<file path="src/assert_macros.svh">
// ============================================================================
// Assertion macros
// Shared concurrent assertion forms. Each use expects i_clk and i_rst_n to be
// visible in the module that expands it.
// ============================================================================
`ifndef ASSERT_MACROS_SVH
`define ASSERT_MACROS_SVH

// Same-cycle implication, checked on every clock edge out of reset.
`define ASSERT_IMPLIES(label, ante, cons) \
    label: assert property (@(posedge i_clk) disable iff (!i_rst_n) \
        (ante) |-> (cons)) else $error("assertion failed");

// Next-cycle implication, checked on every clock edge out of reset.
`define ASSERT_NEXT(label, ante, cons) \
    label: assert property (@(posedge i_clk) disable iff (!i_rst_n) \
        (ante) |=> (cons)) else $error("assertion failed");

`endif

</file>
<file path="src/ynrx_pkg.sv">
// ============================================================================
// ynrx_pkg
// Types and constants shared by the stream decoder controller and datapath.
// ============================================================================
package ynrx_pkg;

    // Character codes of the yEnc line format.
    localparam logic [7:0] ChrCr  = 8'h0D;
    localparam logic [7:0] ChrLf  = 8'h0A;
    localparam logic [7:0] ChrEsc = 8'h3D;

    // Offsets of the yEnc and nibble coding.
    localparam logic [7:0] YencOffset = 8'd42;
    localparam logic [7:0] EscOffset  = 8'd64;
    localparam logic [7:0] HiMark     = 8'h40;
    localparam logic [7:0] LoMark     = 8'h50;
    localparam logic [3:0] NibMask    = 4'hF;

    // Number of byte lanes in one output word.
    localparam int MaxChunk = 8;

    // End-of-stream status codes.
    localparam logic [1:0] StatusOk     = 2'd0;
    localparam logic [1:0] StatusEsc    = 2'd1;
    localparam logic [1:0] StatusOddRle = 2'd2;

    // Commands from the controller to the datapath.
    typedef struct packed {
        logic load;
        logic emit;
    } t_ctrl_cmd;

    // Status from the datapath to the controller.
    typedef struct packed {
        logic item_busy;
        logic out_free;
        logic chunk_final;
    } t_dp_sts;

endpackage

</file>
<file path="src/ynrx_if.sv">
// ============================================================================
// ynrx_if
// Valid/ready channels of the stream decoder: encoded input words and
// decoded output words.
// ============================================================================

// Input channel: one encoded byte per word.
interface ynrx_in_if;
    logic       valid;
    logic       ready;
    logic [7:0] enc_byte;
    logic       end_of_input;

    modport source (output valid, output enc_byte, output end_of_input, input ready);
    modport sink   (input valid, input enc_byte, input end_of_input, output ready);
endinterface

// Output channel: one chunk of up to eight decoded bytes per word.
interface ynrx_out_if;
    logic       valid;
    logic       ready;
    logic [7:0] out_b0;
    logic [7:0] out_b1;
    logic [7:0] out_b2;
    logic [7:0] out_b3;
    logic [7:0] out_b4;
    logic [7:0] out_b5;
    logic [7:0] out_b6;
    logic [7:0] out_b7;
    logic [3:0] byte_count;
    logic       last_chunk;
    logic [1:0] status;

    modport source (output valid, output out_b0, output out_b1, output out_b2,
                    output out_b3, output out_b4, output out_b5, output out_b6,
                    output out_b7, output byte_count, output last_chunk,
                    output status, input ready);
    modport sink   (input valid, input out_b0, input out_b1, input out_b2,
                    input out_b3, input out_b4, input out_b5, input out_b6,
                    input out_b7, input byte_count, input last_chunk,
                    input status, output ready);
endinterface

</file>
<file path="src/ynrx_ctrl.sv">
// ============================================================================
// ynrx_ctrl
// Controller of the stream decoder: takes one input word at a time and
// sequences the chunk emission of a run before taking the next word.
// ============================================================================
module ynrx_ctrl import ynrx_pkg::*; (
    input  logic      i_clk,
    input  logic      i_rst_n,
    input  logic      i_in_valid,
    output logic      o_in_ready,
    input  t_dp_sts   i_sts,
    output t_ctrl_cmd o_cmd
);

    localparam logic StIdle = 1'b0;
    localparam logic StRun  = 1'b1;

    logic r_state;
    logic n_state;

    // Input is taken only between runs.
    assign o_in_ready = (r_state == StIdle);
    assign o_cmd.load = i_in_valid && (r_state == StIdle);
    assign o_cmd.emit = (r_state == StRun) && i_sts.out_free;

    // Next-state logic.
    always_comb begin
        n_state = r_state;
        case (r_state)
            StIdle: begin
                if (o_cmd.load && i_sts.item_busy) begin
                    n_state = StRun;
                end
            end
            StRun: begin
                if (o_cmd.emit && i_sts.chunk_final) begin
                    n_state = StIdle;
                end
            end
            default: begin
                n_state = StIdle;
            end
        endcase
    end

    // State register.
    always_ff @(posedge i_clk) begin
        if (!i_rst_n) begin
            r_state <= StIdle;
        end else begin
            r_state <= n_state;
        end
    end

endmodule

</file>
<file path="src/ynrx_dp.sv">
// ============================================================================
// ynrx_dp
// Datapath of the stream decoder: yEnc and nibble decoding of each input
// byte, run-length state, the rolling XOR key and the output word register.
// ============================================================================
`include "assert_macros.svh"

module ynrx_dp import ynrx_pkg::*; #(
    parameter int CHUNK_BYTES = 8
) (
    input  logic       i_clk,
    input  logic       i_rst_n,
    input  logic       i_cfg_we,
    input  logic [7:0] i_cfg_wdata,
    input  logic [7:0] i_enc_byte,
    input  logic       i_end_of_input,
    input  logic       i_out_ready,
    input  t_ctrl_cmd  i_cmd,
    output t_dp_sts    o_sts,
    output logic       o_out_valid,
    output logic [7:0] o_out_b [MaxChunk],
    output logic [3:0] o_byte_count,
    output logic       o_last_chunk,
    output logic [1:0] o_status
);

    localparam logic [7:0] ChunkLen8 = 8'(CHUNK_BYTES);
    localparam logic [3:0] ChunkLen4 = 4'(CHUNK_BYTES);

    // Stream state.
    logic       r_esc;
    logic       r_nph;
    logic [3:0] r_high;
    logic       r_rph;
    logic [7:0] r_run;
    logic [7:0] r_key;
    logic [7:0] r_init;

    // Run in progress.
    logic [7:0] r_rem;
    logic [7:0] r_val;
    logic       r_end;
    logic [1:0] r_stat;

    // Output word register.
    logic       r_out_valid;
    logic [7:0] r_out_b [MaxChunk];
    logic [3:0] r_out_cnt;
    logic       r_out_last;
    logic [1:0] r_out_stat;

    // Decode results for the byte on the input.
    logic       n_esc;
    logic       n_nph;
    logic [3:0] n_high;
    logic       n_rph;
    logic [7:0] n_run;
    logic       have;
    logic [7:0] dec;
    logic [7:0] hi_diff;
    logic [7:0] lo_diff;
    logic       pair;
    logic [7:0] pair_byte;
    logic       run_go;
    logic [1:0] item_stat;

    // Chunk forming.
    logic [3:0] chunk_cnt;
    logic       chunk_final;
    logic [7:0] chunk_b [MaxChunk];

    // yEnc, nibble and run-length decoding of one input byte.
    always_comb begin
        n_esc  = r_esc;
        have   = 1'b0;
        dec    = 8'd0;
        if (r_esc) begin
            n_esc = 1'b0;
            dec   = i_enc_byte - YencOffset - EscOffset;
            have  = 1'b1;
        end else if (i_enc_byte == ChrCr || i_enc_byte == ChrLf) begin
            have = 1'b0;
        end else if (i_enc_byte == ChrEsc) begin
            n_esc = 1'b1;
        end else begin
            dec  = i_enc_byte - YencOffset;
            have = 1'b1;
        end

        hi_diff   = dec - HiMark;
        lo_diff   = dec - LoMark;
        pair_byte = {r_high, lo_diff[3:0] & NibMask};
        n_nph     = r_nph;
        n_high    = r_high;
        pair      = 1'b0;
        if (have) begin
            if (!r_nph) begin
                n_high = hi_diff[3:0] & NibMask;
                n_nph  = 1'b1;
            end else begin
                pair  = 1'b1;
                n_nph = 1'b0;
            end
        end

        n_rph  = r_rph;
        n_run  = r_run;
        run_go = 1'b0;
        if (pair) begin
            if (!r_rph) begin
                n_run = pair_byte;
                n_rph = 1'b1;
            end else begin
                run_go = 1'b1;
                n_rph  = 1'b0;
            end
        end

        // A dangling escape wins over an unpaired count byte.
        item_stat = StatusOk;
        if (i_end_of_input) begin
            if (n_esc) begin
                item_stat = StatusEsc;
            end else if (n_rph) begin
                item_stat = StatusOddRle;
            end
        end
    end

    // Size of the next chunk and its bytes under the rolling key.
    assign chunk_final = (r_rem <= ChunkLen8);
    assign chunk_cnt   = chunk_final ? r_rem[3:0] : ChunkLen4;

    always_comb begin
        for (int j = 0; j < MaxChunk; j++) begin
            if (j < CHUNK_BYTES && 4'(j) < chunk_cnt) begin
                chunk_b[j] = r_val ^ (r_key + 8'(j));
            end else begin
                chunk_b[j] = 8'd0;
            end
        end
    end

    // Status to the controller.
    assign o_sts.item_busy   = (run_go && r_run != 8'd0) || i_end_of_input;
    assign o_sts.out_free    = !r_out_valid || i_out_ready;
    assign o_sts.chunk_final = chunk_final;

    // Stream state and run registers.
    always_ff @(posedge i_clk) begin
        if (!i_rst_n) begin
            r_esc  <= 1'b0;
            r_nph  <= 1'b0;
            r_high <= 4'd0;
            r_rph  <= 1'b0;
            r_run  <= 8'd0;
            r_key  <= 8'd0;
            r_init <= 8'd0;
            r_rem  <= 8'd0;
            r_end  <= 1'b0;
        end else begin
            if (i_cfg_we) begin
                r_init <= i_cfg_wdata;
                r_key  <= i_cfg_wdata;
            end else if (i_cmd.emit) begin
                r_rem <= r_rem - {4'd0, chunk_cnt};
                if (chunk_final && r_end) begin
                    r_key <= r_init;
                end else begin
                    r_key <= r_key + {4'd0, chunk_cnt};
                end
            end
            if (i_cmd.load) begin
                r_rem  <= run_go ? r_run : 8'd0;
                r_end  <= i_end_of_input;
                if (i_end_of_input) begin
                    r_esc  <= 1'b0;
                    r_nph  <= 1'b0;
                    r_high <= 4'd0;
                    r_rph  <= 1'b0;
                    r_run  <= 8'd0;
                end else begin
                    r_esc  <= n_esc;
                    r_nph  <= n_nph;
                    r_high <= n_high;
                    r_rph  <= n_rph;
                    r_run  <= n_run;
                end
            end
        end
    end

    // Run payload, no reset needed.
    always_ff @(posedge i_clk) begin
        if (i_cmd.load) begin
            r_val  <= pair_byte;
            r_stat <= item_stat;
        end
    end

    // Output word valid flag.
    always_ff @(posedge i_clk) begin
        if (!i_rst_n) begin
            r_out_valid <= 1'b0;
        end else if (i_cmd.emit) begin
            r_out_valid <= 1'b1;
        end else if (i_out_ready) begin
            r_out_valid <= 1'b0;
        end
    end

    // Output word payload.
    always_ff @(posedge i_clk) begin
        if (i_cmd.emit) begin
            r_out_b    <= chunk_b;
            r_out_cnt  <= chunk_cnt;
            r_out_last <= chunk_final && r_end;
            r_out_stat <= (chunk_final && r_end) ? r_stat : StatusOk;
        end
    end

    assign o_out_valid  = r_out_valid;
    assign o_out_b      = r_out_b;
    assign o_byte_count = r_out_cnt;
    assign o_last_chunk = r_out_last;
    assign o_status     = r_out_stat;

    // A word never holds more bytes than a chunk.
    `ASSERT_IMPLIES(a_cnt_bound, r_out_valid, r_out_cnt <= ChunkLen4)
    // A nonzero status travels only on the last word of a stream.
    `ASSERT_IMPLIES(a_stat_last, r_out_valid && r_out_stat != StatusOk, r_out_last)
    // Only the last word of a stream may be empty.
    `ASSERT_IMPLIES(a_empty_last, r_out_valid && r_out_cnt == 4'd0, r_out_last)
    // The key reloads once the final chunk of a stream is formed.
    `ASSERT_NEXT(a_key_reload, i_cmd.emit && chunk_final && r_end && !i_cfg_we,
                 r_key == r_init)

endmodule

</file>
<file path="src/yenc_nibble_rle_xor_decoder_unit.sv">
// ============================================================================
// yenc_nibble_rle_xor_decoder_unit
// Stream decoder: yEnc, nibble pairing, run-length expansion, rolling XOR.
// ============================================================================
// Each input word carries one yEnc-encoded byte. CR and LF are skipped, '='
// escapes the next byte, and decoded bytes are paired from nibble characters
// into count/value pairs that expand into runs XORed with a key that starts
// at the configured value and counts up by one per byte. An input word that
// neither completes a run of at least one byte nor ends the stream leaves
// input open. A word that completes a run of n bytes, or ends the stream,
// holds input off while max(1, ceil(n / CHUNK_BYTES)) words are emitted;
// the single chunk former emits one word per cycle while the output register
// can take it. Output words pass through a register, so a stalled consumer
// delays chunk emission and with it the next input word. The key register
// may be written only while the block is idle; a write also restarts the key.
// ============================================================================
module yenc_nibble_rle_xor_decoder_unit import ynrx_pkg::*; #(
    parameter int CHUNK_BYTES = 8
) (
    input  logic       i_clk,
    input  logic       i_rst_n,
    input  logic       i_cfg_we,
    input  logic [7:0] i_cfg_wdata,
    ynrx_in_if.sink    i_in,
    ynrx_out_if.source o_out
);

    t_ctrl_cmd  cmd;
    t_dp_sts    sts;
    logic [7:0] out_b [MaxChunk];

    // Controller.
    ynrx_ctrl u_ctrl (
        .i_clk      (i_clk),
        .i_rst_n    (i_rst_n),
        .i_in_valid (i_in.valid),
        .o_in_ready (i_in.ready),
        .i_sts      (sts),
        .o_cmd      (cmd)
    );

    // Datapath.
    ynrx_dp #(
        .CHUNK_BYTES (CHUNK_BYTES)
    ) u_dp (
        .i_clk          (i_clk),
        .i_rst_n        (i_rst_n),
        .i_cfg_we       (i_cfg_we),
        .i_cfg_wdata    (i_cfg_wdata),
        .i_enc_byte     (i_in.enc_byte),
        .i_end_of_input (i_in.end_of_input),
        .i_out_ready    (o_out.ready),
        .i_cmd          (cmd),
        .o_sts          (sts),
        .o_out_valid    (o_out.valid),
        .o_out_b        (out_b),
        .o_byte_count   (o_out.byte_count),
        .o_last_chunk   (o_out.last_chunk),
        .o_status       (o_out.status)
    );

    // Byte lanes onto the output channel.
    assign o_out.out_b0 = out_b[0];
    assign o_out.out_b1 = out_b[1];
    assign o_out.out_b2 = out_b[2];
    assign o_out.out_b3 = out_b[3];
    assign o_out.out_b4 = out_b[4];
    assign o_out.out_b5 = out_b[5];
    assign o_out.out_b6 = out_b[6];
    assign o_out.out_b7 = out_b[7];

endmodule

</file>
<file path="src/flat_wrapper.sv">
// flat-port wrapper written by rule: the top's interface ports become plain ports
module yenc_nibble_rle_xor_decoder_unit_flat import ynrx_pkg::*;
#(
    parameter int CHUNK_BYTES = 8
)
  (i_clk, i_rst_n, i_cfg_we, i_cfg_wdata, i_in_valid, i_in_enc_byte, i_in_end_of_input, i_in_ready, o_out_valid, o_out_out_b0, o_out_out_b1, o_out_out_b2, o_out_out_b3, o_out_out_b4, o_out_out_b5, o_out_out_b6, o_out_out_b7, o_out_byte_count, o_out_last_chunk, o_out_status, o_out_ready);
  ynrx_in_if i_in_i ();
  ynrx_out_if o_out_i ();
  input  logic i_clk;
  input  logic i_rst_n;
  input  logic i_cfg_we;
  input  logic [7:0] i_cfg_wdata;
  input wire logic [$bits(i_in_i.valid)-1:0] i_in_valid;
  input wire logic [$bits(i_in_i.enc_byte)-1:0] i_in_enc_byte;
  input wire logic [$bits(i_in_i.end_of_input)-1:0] i_in_end_of_input;
  output wire logic [$bits(i_in_i.ready)-1:0] i_in_ready;
  output wire logic [$bits(o_out_i.valid)-1:0] o_out_valid;
  output wire logic [$bits(o_out_i.out_b0)-1:0] o_out_out_b0;
  output wire logic [$bits(o_out_i.out_b1)-1:0] o_out_out_b1;
  output wire logic [$bits(o_out_i.out_b2)-1:0] o_out_out_b2;
  output wire logic [$bits(o_out_i.out_b3)-1:0] o_out_out_b3;
  output wire logic [$bits(o_out_i.out_b4)-1:0] o_out_out_b4;
  output wire logic [$bits(o_out_i.out_b5)-1:0] o_out_out_b5;
  output wire logic [$bits(o_out_i.out_b6)-1:0] o_out_out_b6;
  output wire logic [$bits(o_out_i.out_b7)-1:0] o_out_out_b7;
  output wire logic [$bits(o_out_i.byte_count)-1:0] o_out_byte_count;
  output wire logic [$bits(o_out_i.last_chunk)-1:0] o_out_last_chunk;
  output wire logic [$bits(o_out_i.status)-1:0] o_out_status;
  input wire logic [$bits(o_out_i.ready)-1:0] o_out_ready;
  assign i_in_i.valid = i_in_valid;
  assign i_in_i.enc_byte = i_in_enc_byte;
  assign i_in_i.end_of_input = i_in_end_of_input;
  assign i_in_ready = i_in_i.ready;
  assign o_out_valid = o_out_i.valid;
  assign o_out_out_b0 = o_out_i.out_b0;
  assign o_out_out_b1 = o_out_i.out_b1;
  assign o_out_out_b2 = o_out_i.out_b2;
  assign o_out_out_b3 = o_out_i.out_b3;
  assign o_out_out_b4 = o_out_i.out_b4;
  assign o_out_out_b5 = o_out_i.out_b5;
  assign o_out_out_b6 = o_out_i.out_b6;
  assign o_out_out_b7 = o_out_i.out_b7;
  assign o_out_byte_count = o_out_i.byte_count;
  assign o_out_last_chunk = o_out_i.last_chunk;
  assign o_out_status = o_out_i.status;
  assign o_out_i.ready = o_out_ready;
  yenc_nibble_rle_xor_decoder_unit #(.CHUNK_BYTES(CHUNK_BYTES)) u_core (.i_clk(i_clk), .i_rst_n(i_rst_n), .i_cfg_we(i_cfg_we), .i_cfg_wdata(i_cfg_wdata), .i_in(i_in_i), .o_out(o_out_i));
endmodule
</file>
<file path="config.mk">
export PLATFORM = sky130hd
export DESIGN_NAME = yenc_nibble_rle_xor_decoder_unit_flat
export DESIGN_NICKNAME = d
export VERILOG_FILES = /design/src/ynrx_pkg.sv /design/src/ynrx_if.sv /design/src/ynrx_ctrl.sv /design/src/ynrx_dp.sv /design/src/yenc_nibble_rle_xor_decoder_unit.sv /design/src/flat_wrapper.sv
export VERILOG_INCLUDE_DIRS = /design/src /design/src/src
export SDC_FILE = /design/constraint.sdc
export NUM_CORES = 1
export LEC_CHECK = 0
export ABC_AREA = 1
export BUFFER_PORTS_ARGS = -buffer_cell sky130_fd_sc_hd__buf_2
export CAP_MARGIN = 20
export CORE_AREA = 2 2 118 120
export CTS_BUF_LIST = sky130_fd_sc_hd__clkbuf_4 sky130_fd_sc_hd__clkbuf_8 sky130_fd_sc_hd__clkbuf_16
export DETAILED_ROUTE_END_ITERATION = 8
export DIE_AREA = 0 0 120 122
export PLACE_DENSITY = 0.63
export SETUP_SLACK_MARGIN = 0.4
export SYNTH_ARGS = -nofsm -noshare
export SYNTH_HDL_FRONTEND = slang
export SYNTH_SLANG_ARGS = --single-unit
</file>
<file path="constraint.sdc">
create_clock -name i_clk -period 6.1 [get_ports i_clk]
set_input_delay 0.915 -clock i_clk [delete_from_list [all_inputs] [get_ports i_clk]]
set_output_delay 0.915 -clock i_clk [all_outputs]
set_load 0.05 [all_outputs]
</file>
Yosys cells after proc, flatten, opt, wreduce, memory -nomap -nowiden
Cells that the tools add are included.
- word-level logic and storage cells: 125
- output and inout port bits: 73
- bits of input ports: 22
- register bits: 123
- reduce and logical (&&, ||, !) cells: 21
- muxes and demuxes: 41
- add/subtract/negate cells: 13
- magnitude comparators: 9
- equal/unequal tests: 6
- bitwise logic cells: 10
- operators by type and width (kind ; number):
    8-bit two-way mux ; 10
    8-bit bitwise XOR ; 8
    8-bit by 3-bit adder with 8-bit output (second input constant) ; 4
    4-bit two-way mux ; 7
    1-bit two-way mux ; 22
    8-bit by 2-bit adder with 8-bit output (second input constant) ; 2
    8-bit by 4-bit equality test with 1-bit output (second input constant) ; 2
    3-bit by 4-bit less-than comparator with 1-bit output (first input constant) ; 4
    4-bit by 1-bit subtractor with 4-bit output (second input constant) ; 3
    2-bit nonzero test ; 5
    8-bit by 1-bit adder with 8-bit output (second input constant) ; 1
    8-bit by 4-bit adder with 8-bit output ; 1
    8-bit by 6-bit equality test with 1-bit output (second input constant) ; 1
    8-bit by 4-bit <= comparator with 1-bit output (second input constant) ; 1
    1-bit by 4-bit less-than comparator with 1-bit output (first input constant) ; 2
    2-bit by 4-bit less-than comparator with 1-bit output (first input constant) ; 2
    8-bit nonzero test ; 1
    8-bit by 4-bit subtractor with 8-bit output ; 1
    1-bit logical AND ; 6
    3-bit AND reduction ; 2
    2-bit inequality test (second input constant) ; 2
    2-bit AND reduction ; 2
    4-bit subtractor (second input constant) ; 1
    1-bit logical OR ; 3
    other kinds (6) ; 7

Depth between registers and ports, before layout
Gate-level depths: netlist of run 1.
- word-level depth: 11
- gate-level depth with buffers: 16

Modules after synthesis
Synthesis of run 1 repeated with hierarchy kept, for this count alone.
- cell total of the unflattened synthesis: 647
- area, all modules: 6079.6 sq um
- modules (own cells, without submodules) (module ; area an instance (sq um) ; cells each ; times used ; seq. area each (sq um)):
    ynrx_dp ; 6015.8 ; 636 ; 1 ; 3253.1
    ynrx_ctrl ; 63.8 ; 11 ; 1 ; 20.0

Least setup slack after synthesis of run 1
Ideal clock, no wire load.
- path type: in2reg
- start point: input port o_out_ready
- end point: register u_core.u_dp.r_key[1]
- cell stages on the path: 9
- library setup time: 0.074 ns
- data arrival time: 3.374 ns
- data required time: 6.026 ns
- path slack: 2.652 ns
- cell sequence: inv_1 nand2_1 nand2_1 inv_1 nor2_1 inv_1 clkbuf_1 o21ai_0 a31oi_1
- RTL lines (what ; RTL line ; source):
    start, declared ; flat_wrapper.sv:29 ; input wire logic [$bits(o_out_i.ready)-1:0] o_out_ready;
    end signal, assigned ; ynrx_dp.sv:164 ; r_key <= i_cfg_wdata;
    end signal, assigned ; ynrx_dp.sv:168 ; r_key <= r_init;
    end signal, assigned ; ynrx_dp.sv:170 ; r_key <= r_key + {4'd0, chunk_cnt};
    end, declared ; ynrx_dp.sv:36 ; logic [7:0] r_key;

Final worst setup path of run 1
- start point: register u_core.u_dp.r_rem[2]
- end point: register u_core.u_dp.r_key[6]
- word-level cells in the longest chain between the ends: 6
- elaborated cells on any way between the ends: 7
- RTL lines (what ; RTL line ; source):
    start, declared ; ynrx_dp.sv:40 ; logic [7:0] r_rem;
    start signal, assigned ; ynrx_dp.sv:166 ; r_rem <= r_rem - {4'd0, chunk_cnt};
    start signal, assigned ; ynrx_dp.sv:174 ; r_rem <= run_go ? r_run : 8'd0;
    8-bit by 4-bit <= comparator with 1-bit output ; ynrx_dp.sv:131 ; assign chunk_final = (r_rem <= ChunkLen8);
    4-bit two-way mux ; ynrx_dp.sv:132 ; assign chunk_cnt = chunk_final ? r_rem[3:0] : ChunkLen4;
    named net u_core.u_dp.chunk_cnt[0] ; ynrx_dp.sv:68 ; logic [3:0] chunk_cnt;
    8-bit by 4-bit adder with 8-bit output ; ynrx_dp.sv:170 ;
    8-bit two-way mux ; ynrx_dp.sv:167 ; if (chunk_final && r_end) begin
    8-bit two-way mux ; ynrx_dp.sv:165 ; end else if (i_cmd.emit) begin
    8-bit two-way mux ; ynrx_dp.sv:162 ; if (i_cfg_we) begin
The timed path passes the listed nets, and every way through them passes these cells. The select of a mux whose other input is x is not followed.
A chain may end at the register's enable or synchronous reset.

==> results.cfg, run 1 <==
[detailed_routing]
dr.pass1.iters = 6
drtIter0Drc = 279
antenna_left = 0
wl_per_cell_um = 14.5
drc = 0
viasPerCell = 4.97
totalWireLength_um = 13700
vias = 4671

[placed_design]
hpwl_um = 9970
gp_congestion = 0.869
portBuffers = 94

[sta]
drv_slew = 0
period_minus_slack_ns = 2.58
fin_skew_ns = 0.0155
worst-slew-pin-transition_ns = 0.916
post-route-period-util_pct = 42.3
final.setup.tns_ns = 0
rsz0062_at_grt = false
setup_violations = 0
max_clock_freq_mhz = 387
timing.max_slew.rel_slack_pct = 38.9
holdWs_ns = 0.464
finalHoldViolCount = 0

[pwr]
p_leak_nw = 3.06
peakVddDrop_uv = 189
p_per_area_nw_per_um2 = 357

[logic_synthesis]
ys_ff_latch = 123
ys_seq_area_share_pct = 55.0
synthFlopType = edfxtp_1
synthCells = 644
syn_area_um2 = 5950
ys_async_sr_fraction_pct = 0
syn_area_per_cell_um2 = 9.24
synth_edf_count = 81
syn-num-nets = 682
synth_cell_type_count = 44
yosys_warnings = 0

[cells_and_area]
final_cell_mix = nand2_1, buf_2, nor2_1
nets = 785
layout-drive-gt1-share_pct = 21.7
antennaDiodeCount = 0
synthToLayoutAreaGrowth_pct = 21.0
layout_commonest_cell = nand2_1
nFillCells = 1243

[clock_network]
cts_buffers = 17
cts_tree = built
post_cts_buffers = 0
cts-root-buf = clkbuf_16
cts_hold_buffers = 0
htreeDepth = 4
post_cts_resize_count = 0
max-clock-path-buffers = 2
clk_latency_ns = 0.43
cts.sinks = 123
clkTransAtPathRegs_ns = 0.05

[setup_path]
required_ns = 6.41
critPathKind = reg -> reg
start_kind = register
critPathMaxFanout = 8
critPathArrivalTime_ns = 2.89
end_kind = register

[global_routing]
grt_start_max_net_pins = 73
grtUsageTotal_pct = 19.7
grt_pass1_wl_um = 21900
grt_remaining_overflow = 0
grt_pass1_vias = 4376
antenna_found_initial = 0

[floorplanning]
io_pins = 95
dieArea_um2 = 14600
fp.dieW_um = 120
initial_core_util_pct = 44.0
core-area_um2 = 13500
rows = 43
die_h_um = 122

[job]
cap_violations = 0

[run_status]
status = finished, final reports clean

[hold_path]
holdCritPathClass = reg -> reg
## cells by family after synthesis
kind of cell    after synthesis  share of synthesized area [%]
simple gates                261                           19.5
flops                       123                           55.0
compound gates              113                           10.8
buf+inv                      98                           6.31
xor+xnor                     32                           4.84
fa+ha+maj                    16                           3.49
other cells                   1                         0.0630
## per-stage QoR
step	worst slack [ns]	instance area (um^2)	instances	util, %	total power [mW]
2_1_floorplan	2.65	5950	644	-	1.45
3_3_place_gp	3.35	6610	908	48.9	1.59
3_5_place_dp	3.27	6610	908	48.9	1.60
4_1_cts	3.52	7200	940	53.3	2.59
5_1_grt	3.23	7200	940	53.3	2.68
6_report	3.52	7200	940	53.3	2.57
## registers in the layout, summed over array words and instances, names as in the netlist, 2 cells and up
signal and flops:
u_core.u_dp.o_out_b 64, u_core.u_dp.r_init 8, u_core.u_dp.r_key 8, u_core.u_dp.r_rem 8, u_core.u_dp.r_run 8, u_core.u_dp.r_val 8
u_core.u_dp.o_byte_count 4, u_core.u_dp.r_high 4, u_core.u_dp.o_status 2, u_core.u_dp.r_stat 2
## final timing paths
path                            slack (ns)                                end                              start  depth (start not counted)
worst min-delay path                  0.46     u_core.u_dp.r_esc$_SDFFE_PN0P_     u_core.u_dp.r_esc$_SDFFE_PN0P_                          2
worst max register to register        3.52  u_core.u_dp.r_key[6]$_SDFFE_PN0P_  u_core.u_dp.r_rem[2]$_SDFFE_PN0P_                         16
worst min register to register        0.46     u_core.u_dp.r_esc$_SDFFE_PN0P_     u_core.u_dp.r_esc$_SDFFE_PN0P_                          2
worst max-delay path                  3.52  u_core.u_dp.r_key[6]$_SDFFE_PN0P_  u_core.u_dp.r_rem[2]$_SDFFE_PN0P_                         16
## synth_stat cells (8+ instances only)
library cell | n | area, um^2
nand2_1 | 109 | 409
nor2_1 | 82 | 308
edfxtp_1 | 81 | 2430
inv_1 | 75 | 282
a21oi_1 | 63 | 315
dfxtp_1 | 42 | 841
nand3_1 | 36 | 180
o21ai_0 | 27 | 135
xnor2_1 | 16 | 140
ha_1 | 15 | 188
xor2_1 | 15 | 131
inv_2 | 9 | 33.8
nand2_2 | 9 | 56.3
clkbuf_1 | 8 | 30.0
## metal layers
| metal | track usage (%) | share of wire [%] |
|---|---|---|
| met1 | 25.1 | 46 |
| met2 | 32.2 | 47 |
| met3 | 5.38 | 6.2 |
| met4 | 7.50 | 1.6 |
| met5 | 0 | 0 |
## report_power, final
part | internal, mW | leakage (nW) | total (mW) | switching, mW
Combinational | 0.145 | 1.67 | 0.557 | 0.412
Sequential | 0.982 | 1.11 | 1.02 | 0.0383
Clock | 0.644 | 0.282 | 0.996 | 0.351
## critical path, stage by stage, from the launching register on
cell and delay, ns:
dfxtp_1 0.43, inv_2 0.11, nand3_2 0.09, nand2_2 0.08, nand2_4 0.09, nor2_1 0.28
ha_1 0.23, inv_1 0.06, fa_1 0.47, inv_1 0.09, nand4_2 0.10, nand2_2 0.11
nand2_1 0.05, nand2_1 0.06, nand3_1 0.08, nand2_1 0.09, a21oi_2 0.05
## cell type report
type	instances	area, um^2	area share, %
Clock buffer	19	440	6.12
Sequential cell	123	3270	45.5
Clock inverter	13	151	2.10
Tap cell	180	225	3.13
Timing Repair Buffer	95	478	6.64
Inverter	87	332	4.61
Multi-Input combinational cell	423	2300	31.9
Power figures use the tool's default switching activity.
==> run 2, diff against run 1 <==
- clock period: 6.1 -> 2.5 ns (I/O delays scaled with it)
==> run 2 against run 1 <==
Global-route usage increased by 0.13 points. Sequential power increased by 140%. Combinational power increased to 2.7 times the previous value. Clock skew decreased by 0.0065 ns. Worst setup slack got worse by 3.1 ns.
==> results.cfg, run 2 (synthesis results as in run 1) <==
[run_status]
status = finished, final reports clean

[pwr]
p_per_area_nw_per_um2 = 895
pwr-share-comb_pct = 22.3
power_frac_clock_pct = 41.0
internal_power_mw = 4.70
switching_share_pct = 30.1
p_sw_mw = 2.02
peakVddDrop_uv = 435
seq_power_share_pct = 36.8
p_leak_nw = 3.20
p_total_mw = 6.72

[detailed_routing]
totalWireLength_um = 13900
vias = 4864
dr.pass1.iters = 5
wl_per_cell_um = 14.5
antenna_left = 0
drtIter0Drc = 337
drc = 0
viasPerCell = 5.07

[cells_and_area]
layout_commonest_cell = nand2_1
layout-drive-gt1-share_pct = 26.4
antennaDiodeCount = 0
final_cell_mix = nand2_1, buf_2, edfxtp_1
nets = 805
fin_cells = 960
largest_reg_flops = 64
fin_util_pct = 55.6
synthToLayoutAreaGrowth_pct = 26.2

[global_routing]
grtUsageTotal_pct = 19.9
use_met3_pct = 5.15
use_met1_pct = 25.3
use_met2_pct = 31.7
grt_start_max_net_pins = 72
grt_pass1_wl_um = 22300
antenna_found_initial = 0
grt_remaining_overflow = 0
busiest_layer = met2
grt_pass1_vias = 4533

[floorplanning]
initial_core_util_pct = 44.0
io_pins = 95
die_h_um = 122
fp.dieW_um = 120
rows = 43
core-area_um2 = 13500
dieArea_um2 = 14600

[setup_path]
r2r_end = u_core.u_dp.r_key[6]$_SDFFE_PN0P_
ff2ff_path_depth = 16
worstSetupStartpoint = u_core.u_dp.r_rem[4]$_SDFFE_PN0P_
path_cells = inv_2, nand2_4, nor2_4, nand2_4, nor2_4, ha_2, inv_2, fa_2, inv_2, nand4_2, nand2_2, nand2_1, nand2_1, nand3_1, nand2_1, a21oi_2
max_stage_delay_ns = 0.35
critPathArrivalTime_ns = 2.37
r2r-start = u_core.u_dp.r_rem[4]$_SDFFE_PN0P_
r2r_slack_ns = 0.44
required_ns = 2.81
end_kind = register
crit_path_top_delay_cell = fa_2
start_kind = register
critPathMaxFanout = 4
critPathKind = reg -> reg
endpoint = u_core.u_dp.r_key[6]$_SDFFE_PN0P_

[sta]
worst-slew-pin-transition_ns = 0.968
rsz0062_at_grt = true
drv_slew = 0
finalHoldViolCount = 0
period_minus_slack_ns = 2.06
timing.max_slew.rel_slack_pct = 35.4
max_clock_freq_mhz = 484
setup_violations = 0
final.setup.tns_ns = 0
fin_skew_ns = 0.00908
post-route-period-util_pct = 82.6

[clock_network]
cts_hold_buffers = 0
clk_latency_ns = 0.42
cts.sinks = 123
htreeDepth = 4
max-clock-path-buffers = 2
clkTransAtPathRegs_ns = 0.06
cts-root-buf = clkbuf_16
cts_tree = built
cts_buffers = 17

[placed_design]
hpwl_um = 10000
dp_cells = 919
portBuffers = 94
gp_congestion = 0.858

[hold_path]
holdCritPathClass = in -> reg

[job]
cap_violations = 0
[run 2: changes by cell type in the layout (fill, tap and decap cells not counted), sizes merged]
cell      previous run  this run
clkbuf              19        17
clkinv               9         8
buf                 95       115
inv                 85        86
clkinvlp             3         2
bufinv               3         6
[run 2: per-layer routing]
metal	wire (um)	part of all wire [%]	up-vias
met2	6300	45	203
met4	505	3.6	0
li1	-	-	2395
met1	6140	44	2226
met3	956	6.9	40
met5	0	0	-
[run 2: worst min-delay path by stage]
stage / startpoint / to / cells past startpoint
after CTS: i_cfg_wdata[7] / u_core.u_dp.r_init[7]$_SDFFE_PN0P_ / 3
after detailed placement: u_core.u_dp.r_esc$_SDFFE_PN0P_ / u_core.u_dp.r_esc$_SDFFE_PN0P_ / 2
final: i_cfg_wdata[7] / u_core.u_dp.r_init[7]$_SDFFE_PN0P_ / 3
after global routing: i_cfg_wdata[7] / u_core.u_dp.r_init[7]$_SDFFE_PN0P_ / 3
after floorplan: u_core.u_dp.r_high[3]$_SDFFE_PN0P_ / u_core.u_dp.r_val[7]$_DFFE_PP_ / 0
after global placement: u_core.u_dp.r_init[2]$_SDFFE_PN0P_ / u_core.u_dp.r_init[2]$_SDFFE_PN0P_ / 2
[run 2: per-stage QoR]
| step | worst slack, ns | hold slack [ns] | cell area (um^2) |
|---|---|---|---|
| 3_3_place_gp | 0.252 | 0.455 | 6710 |
| 3_5_place_dp | 0.172 | 0.457 | 6710 |
| 6_report | 0.436 | 0.214 | 7510 |
| 5_1_grt | 0.292 | 0.227 | 7510 |
| 2_1_floorplan | 0.124 | 0.432 | 5980 |
| 4_1_cts | 0.363 | 0.203 | 7440 |
[run 2: timing repair]
action                                  CTS  global route
buffers inserted                          3             6
endpoints found under the setup margin    6            19
gates resized for setup                  12            10
hold endpoints to repair                  0             0
pin swaps                                 4             6
[run 2: layout make-up]
type	instances	area [um^2]
fill	1180	6000
sequential	123	3280
multi-input combinational	423	2360
timing repair buffer	115	628
clock buffer	17	425
inverter	87	343
clock inverter	15	244
tap	180	225
[run 2: worst max-delay path, delay by kind of cell (launching register included)]
family	cells	cell delay, ns
fa+ha+maj	2	0.54
buf+inv	3	0.19
compound gates	1	0.05
flops	1	0.34
simple gates	10	0.83
[run 2: power by group through the flow]
stage	Clock [mW]	Combinational (mW)	Sequential, mW
5_1_grt	2.86	1.64	2.49
3_5_place_dp	0	1.41	2.51
4_1_cts	2.79	1.46	2.47
3_3_place_gp	0	1.40	2.51
2_1_floorplan	0	0.726	2.82
6_report	2.75	1.50	2.47
